**src/sv/spat_pkg.sv**
```systemverilog
// Shared types, constants and helpers of the segment/page address translator.
// Used by the config interface, all translator modules and the checker.
// Depends on nothing.
package spat_pkg;

  // Entries in each descriptor, directory and page table (2 to 8192).
  localparam int TABLE_DEPTH = 1024;
  localparam int IDX_W       = $clog2(TABLE_DEPTH);

  // Widths of the indices that reach a table compare (selector index is 13 bits).
  localparam int SEL_IDX_W = 13;
  localparam int CMP_W     = SEL_IDX_W + 1;

  // Configuration registers: 11-bit table counts.
  localparam int COUNT_W   = 11;
  localparam int CFG_IDX_W = 2;

  // Command queue between front and back; a power of two, at least 2.
  localparam int QUEUE_DEPTH = 2;

  typedef enum logic [CFG_IDX_W-1:0] {
    CFG_GLOBAL_COUNT = 2'd0,
    CFG_LOCAL_COUNT  = 2'd1,
    CFG_DIR_COUNT    = 2'd2,
    CFG_PAGE_COUNT   = 2'd3
  } cfg_reg_e;

  typedef enum logic [2:0] {
    OP_TRANSLATE = 3'd0,
    OP_WR_GLOBAL = 3'd1,
    OP_WR_LOCAL  = 3'd2,
    OP_WR_DIR    = 3'd3,
    OP_WR_PAGE   = 3'd4
  } opcode_e;

  typedef enum logic [2:0] {
    ST_OK           = 3'd0,
    ST_BAD_SELECTOR = 3'd1,
    ST_ABSENT       = 3'd2,
    ST_LIMIT        = 3'd3,
    ST_PAGE_RANGE   = 3'd4,
    ST_PAGE_ABSENT  = 3'd5,
    ST_WRITTEN      = 3'd6
  } status_e;

  // What the back end has to do with a queued command.
  typedef enum logic [2:0] {
    K_TRANSLATE,
    K_BAD_SEL,
    K_WR_GLOBAL,
    K_WR_LOCAL,
    K_WR_DIR,
    K_WR_PAGE,
    K_NOP
  } cmd_kind_e;

  typedef struct packed {
    cmd_kind_e          kind;
    logic               use_local;
    logic [IDX_W-1:0]   addr;    // descriptor index or write address
    logic [31:0]        offset;
    logic [63:0]        data;
  } cmd_t;

  typedef struct packed {
    logic [COUNT_W-1:0] dir_count;
    logic [COUNT_W-1:0] page_count;
  } page_counts_t;

  // Index lies inside the physical table.
  function automatic logic in_depth(logic [SEL_IDX_W-1:0] idx);
    return CMP_W'(idx) < CMP_W'(TABLE_DEPTH);
  endfunction

  // Index lies below the programmed count and inside the table.
  function automatic logic in_table(logic [SEL_IDX_W-1:0] idx, logic [COUNT_W-1:0] count);
    return (CMP_W'(idx) < CMP_W'(count)) && in_depth(idx);
  endfunction

  // Table address from an index already known to be in depth.
  function automatic logic [IDX_W-1:0] tbl_addr(logic [SEL_IDX_W-1:0] idx);
    return idx[IDX_W-1:0];
  endfunction

endpackage

```
**src/sv/spat_queue.sv**
```systemverilog
// Short command FIFO that decouples the front end from the back end.
// Depends on spat_pkg (cmd_t, QUEUE_DEPTH).
module spat_queue import spat_pkg::*; (
  input  logic clk_i,
  input  logic rst_ni,
  input  logic push_valid_i,
  input  cmd_t push_cmd_i,
  output logic push_ready_o,
  output logic pop_valid_o,
  output cmd_t pop_cmd_o,
  input  logic pop_ready_i
);

  localparam int PTR_W = $clog2(QUEUE_DEPTH);

  cmd_t             entry_q [QUEUE_DEPTH];
  logic [PTR_W-1:0] wr_ptr_q, rd_ptr_q;
  logic [PTR_W:0]   fill_q;
  logic             push, pop;

  assign push_ready_o = (fill_q != (PTR_W+1)'(QUEUE_DEPTH));
  assign pop_valid_o  = (fill_q != '0);
  assign pop_cmd_o    = entry_q[rd_ptr_q];

  assign push = push_valid_i && push_ready_o;
  assign pop  = pop_valid_o && pop_ready_i;

  // Pointers and fill level
  always_ff @(posedge clk_i or negedge rst_ni) begin
    if (!rst_ni) begin
      wr_ptr_q <= '0;
      rd_ptr_q <= '0;
      fill_q   <= '0;
    end else begin
      if (push) wr_ptr_q <= wr_ptr_q + 1'b1;
      if (pop)  rd_ptr_q <= rd_ptr_q + 1'b1;
      if (push && !pop)      fill_q <= fill_q + 1'b1;
      else if (pop && !push) fill_q <= fill_q - 1'b1;
    end
  end

  // Entry storage
  always_ff @(posedge clk_i) begin
    if (push) entry_q[wr_ptr_q] <= push_cmd_i;
  end

endmodule

```
**config.mk**
```make
export PLATFORM = sky130hd
export DESIGN_NAME = spat_queue
export DESIGN_NICKNAME = d
export VERILOG_FILES = /design/src/sv/spat_pkg.sv /design/src/sv/spat_queue.sv
export SDC_FILE = /design/constraint.sdc
export NUM_CORES = 1
export LEC_CHECK = 0
export ABC_CLOCK_PERIOD_IN_PS = 7500
export BUFFER_PORTS_ARGS = -buffer_cell sky130_fd_sc_hd__buf_4
export CAP_MARGIN = 15
export CORE_ASPECT_RATIO = 0.75
export CORE_MARGIN = 1
export CORE_UTILIZATION = 40
export CTS_CLUSTER_SIZE = 25
export DETAILED_ROUTE_END_ITERATION = 8
export PLACE_DENSITY = 0.69
export RECOVER_POWER = 25
export SLEW_MARGIN = 40
export SYNTH_ARGS = -nofsm -noshare
export SYNTH_HDL_FRONTEND = slang
export SYNTH_SLANG_ARGS = --single-unit
```
**constraint.sdc**
```tcl
create_clock -name clk_i -period 7.5 [get_ports clk_i]
set_input_delay 1.5 -clock clk_i [delete_from_list [all_inputs] [get_ports clk_i]]
set_output_delay 1.5 -clock clk_i [all_outputs]
set_load 0.01 [all_outputs]
```
==> impl_metrics.env <==
export IMPL_ctsResizeCount=0
export IMPL_slowest_delay_ns=0.89
export IMPL_rsz0062_at_grt="no"
export IMPL_routed_wl_um=15800
export IMPL_start_kind="flop"
export IMPL_cp_end_kind="output port"
export IMPL_arrival_ns=2.56
export IMPL_place_congestion=0.720
export IMPL_cpMaxStageDelayCell="dfrtp_4"
export IMPL_core_area_um2=19700
export IMPL_finalCriticalPeriod_ns=4.06
export IMPL_cts_tree="yes"
export IMPL_finalPower_uw=4230
export IMPL_via_per_inst=4.71
export IMPL_grt_usage=0.149
export IMPL_synth_warnings=0
export IMPL_outcome="complete, no violations"
export IMPL_max_slew_worst_pin_slew_ns=0.791
export IMPL_cts_made_buffers=23
export IMPL_die_height_um=126
export IMPL_port_buffers=225
export IMPL_max_slew_margin=0.473
export IMPL_r2r_cells=5
export IMPL_synth_nets=475
export IMPL_routedWlPerCell_um=18.2
export IMPL_drive_above_1_share=0.592
export IMPL_drt_iter0_markers=287
export IMPL_grt_pass1_vias=4430
export IMPL_io_pin_count=226
export IMPL_cp_max_fo=60
export IMPL_n_antenna_cell=0
export IMPL_area_growth_pct=32.3
export IMPL_synth_cells=360
export IMPL_layout_nets=717
export IMPL_vias=4102
export IMPL_clk_pin_slew_worst_paths_ns=0.06
export IMPL_synth_cell_area_um2=8160
export IMPL_drc=0
export IMPL_grt_ovfl_total=0
export IMPL_ctsHoldBuffers=0
export IMPL_tns_ns=0
export IMPL_worstSetupPathType="flop to output port"
export IMPL_clock_sinks=224
export IMPL_post_route_period_util=0.541
export IMPL_setup_viol=0
export IMPL_cts_setup_buffers=0
export IMPL_die_x_um=167
export IMPL_place_hpwl_um=10100
export IMPL_powerDensity_nw_per_um2=392
export IMPL_clock_insertion_delay_worst_skew_ns=0.50
export IMPL_max_cap_violations=0
export IMPL_hold_viol=0
export IMPL_vdd_drop_max_v=0.000231
export IMPL_fmax_mhz=247
export IMPL_clockBufferDepth=3
export IMPL_ant_nets=0
export IMPL_antenna_found_initial=1
export IMPL_initial_utilization=0.415
export IMPL_yosysSeqAreaShare=0.822
export IMPL_syn_area_per_cell_um2=22.7
export IMPL_p_leak_uw=0.00397
export IMPL_grt_start_max_net_pins=61
export IMPL_hp_class="flop to flop"
export IMPL_synth_seq_cells=224
export IMPL_drt_pass1_iterations=4
export IMPL_path_cells="buf_6 > mux2_2 > buf_4"
export IMPL_fin_worst_skew_ns=0.0143
export IMPL_rows=44
export IMPL_finalMaxSlewViolations=0
export IMPL_crit_required_ns=6.00
export IMPL_htree_levels=1
export IMPL_holdPathStages=1
export IMPL_dieArea_um2=21000
export IMPL_cts_root_buf="clkbuf_16"
export IMPL_synth_cell_types=14
export IMPL_grt_pass1_wl_um=24500
-- cells in the mapped netlist (all sizes together) --
| library cell | count | area share |
|---|---|---|
| mux2 | 110 | 0.15 |
| nand2b | 1 | 0.00077 |
| xor2 | 2 | 0.0021 |
| inv | 1 | 0.00046 |
| or2 | 1 | 0.00077 |
| and3 | 1 | 0.00077 |
| nor2 | 2 | 0.00092 |
| nand2 | 2 | 0.00092 |
| buf | 12 | 0.015 |
| xnor2 | 3 | 0.0032 |
| edfxtp | 220 | 0.81 |
| dfrtp | 4 | 0.012 |
| ha | 1 | 0.0015 |
-- report_power, final --
| part | internal [uW] | switching [uW] |
|---|---|---|
| clock | 669 | 464 |
| sequential | 1710 | 119 |
| combinational | 660 | 602 |
-- logic make-up (layout without fill, tap and decap cells) --
group,after synthesis,count (layout),synth area share
DFF,224,224,0.822
buffers and inverters,13,271,0.0155
xor gates and xnor gates,5,5,0.00537
adders and majority gates,1,1,0.00153
and+or+nand+nor,7,7,0.00414
muxes,110,110,0.152
-- registers in the layout, summed over array words and instances, names as in the netlist --
| name | flops |
|---|---|
| wr_ptr_q | 1 |
| rd_ptr_q | 1 |
| entry_q | 220 |
| fill_q | 2 |
-- placed cells by master (no fill, tap or decap), types with 2 or more instances in the layout --
| cell | netlist | routed |
|---|---|---|
| xnor2_1 | 3 | 3 |
| clkinv_2 | 0 | 5 |
| mux2_2 | 110 | 110 |
| bufinv_16 | 0 | 3 |
| clkinvlp_4 | 0 | 4 |
| clkbuf_16 | 0 | 23 |
| dfrtp_1 | 4 | 3 |
| xor2_1 | 2 | 2 |
| clkbuf_1 | 0 | 16 |
| nand2_1 | 2 | 2 |
| clkinv_1 | 0 | 2 |
| clkbuf_4 | 0 | 65 |
| buf_4 | 0 | 149 |
| edfxtp_1 | 220 | 220 |
-- cell type report --
| cell class | count | area (um2) |
|---|---|---|
| Fill cell | 1518 | 8860 |
| Multi-Input combinational cell | 123 | 1340 |
| Inverter | 1 | 3.75 |
| Tap cell | 253 | 317 |
| Clock inverter | 16 | 170 |
| Sequential cell | 224 | 6710 |
| Timing Repair Buffer | 229 | 1670 |
| Clock buffer | 25 | 583 |
-- path summary, 6_finish.rpt --
kind	slack, ns	end	from
worst max-delay path	3.44	pop_cmd_o[41]	rd_ptr_q$_DFFE_PN0P_
worst min-delay path	0.49	fill_q[1]$_DFFE_PN0P_	fill_q[1]$_DFFE_PN0P_
worst max register to register	4.85	entry_q[0][9]$_DFFE_PP_	fill_q[0]$_DFFE_PN0P_
worst min register to register	0.49	fill_q[1]$_DFFE_PN0P_	fill_q[1]$_DFFE_PN0P_
max in group asynchronous	6.44	rd_ptr_q$_DFFE_PN0P_	rst_ni
min in group asynchronous	0.83	fill_q[1]$_DFFE_PN0P_	rst_ni
-- worst max-delay path, delay by kind of cell, from the launching register on --
family	cells	cell delay [ns]
flip-flops	1	0.89
buffers and inverters	2	0.69
multiplexers	1	0.41
-- stage by stage --
| step | utilization | worst slack (ns) | hold WS [ns] | cells | instance area, um2 |
|---|---|---|---|---|---|
| 2_1_floorplan | - | 0.753 | 0.456 | 360 | 8160 |
| 3_3_place_gp | 0.513 | 3.75 | 0.476 | 830 | 10100 |
| 3_5_place_dp | 0.513 | 3.72 | 0.475 | 830 | 10100 |
| 4_1_cts | 0.552 | 3.18 | 0.492 | 871 | 10800 |
| 5_1_grt | 0.549 | 3.27 | 0.524 | 871 | 10800 |
| 6_report | 0.549 | 3.44 | 0.491 | 871 | 10800 |
-- routing by layer --
layer / track usage / up-vias / routed length (um) / part of all wire
li1: - / 1918 / - / -
met5: 0 / - / 11 / 0.00069
met2: 0.231 / 162 / 7210 / 0.46
met4: 0.0398 / 2 / 317 / 0.020
met3: 0.0537 / 25 / 1370 / 0.086
met1: 0.201 / 1995 / 6930 / 0.44
(Power assumes the default switching activity.)
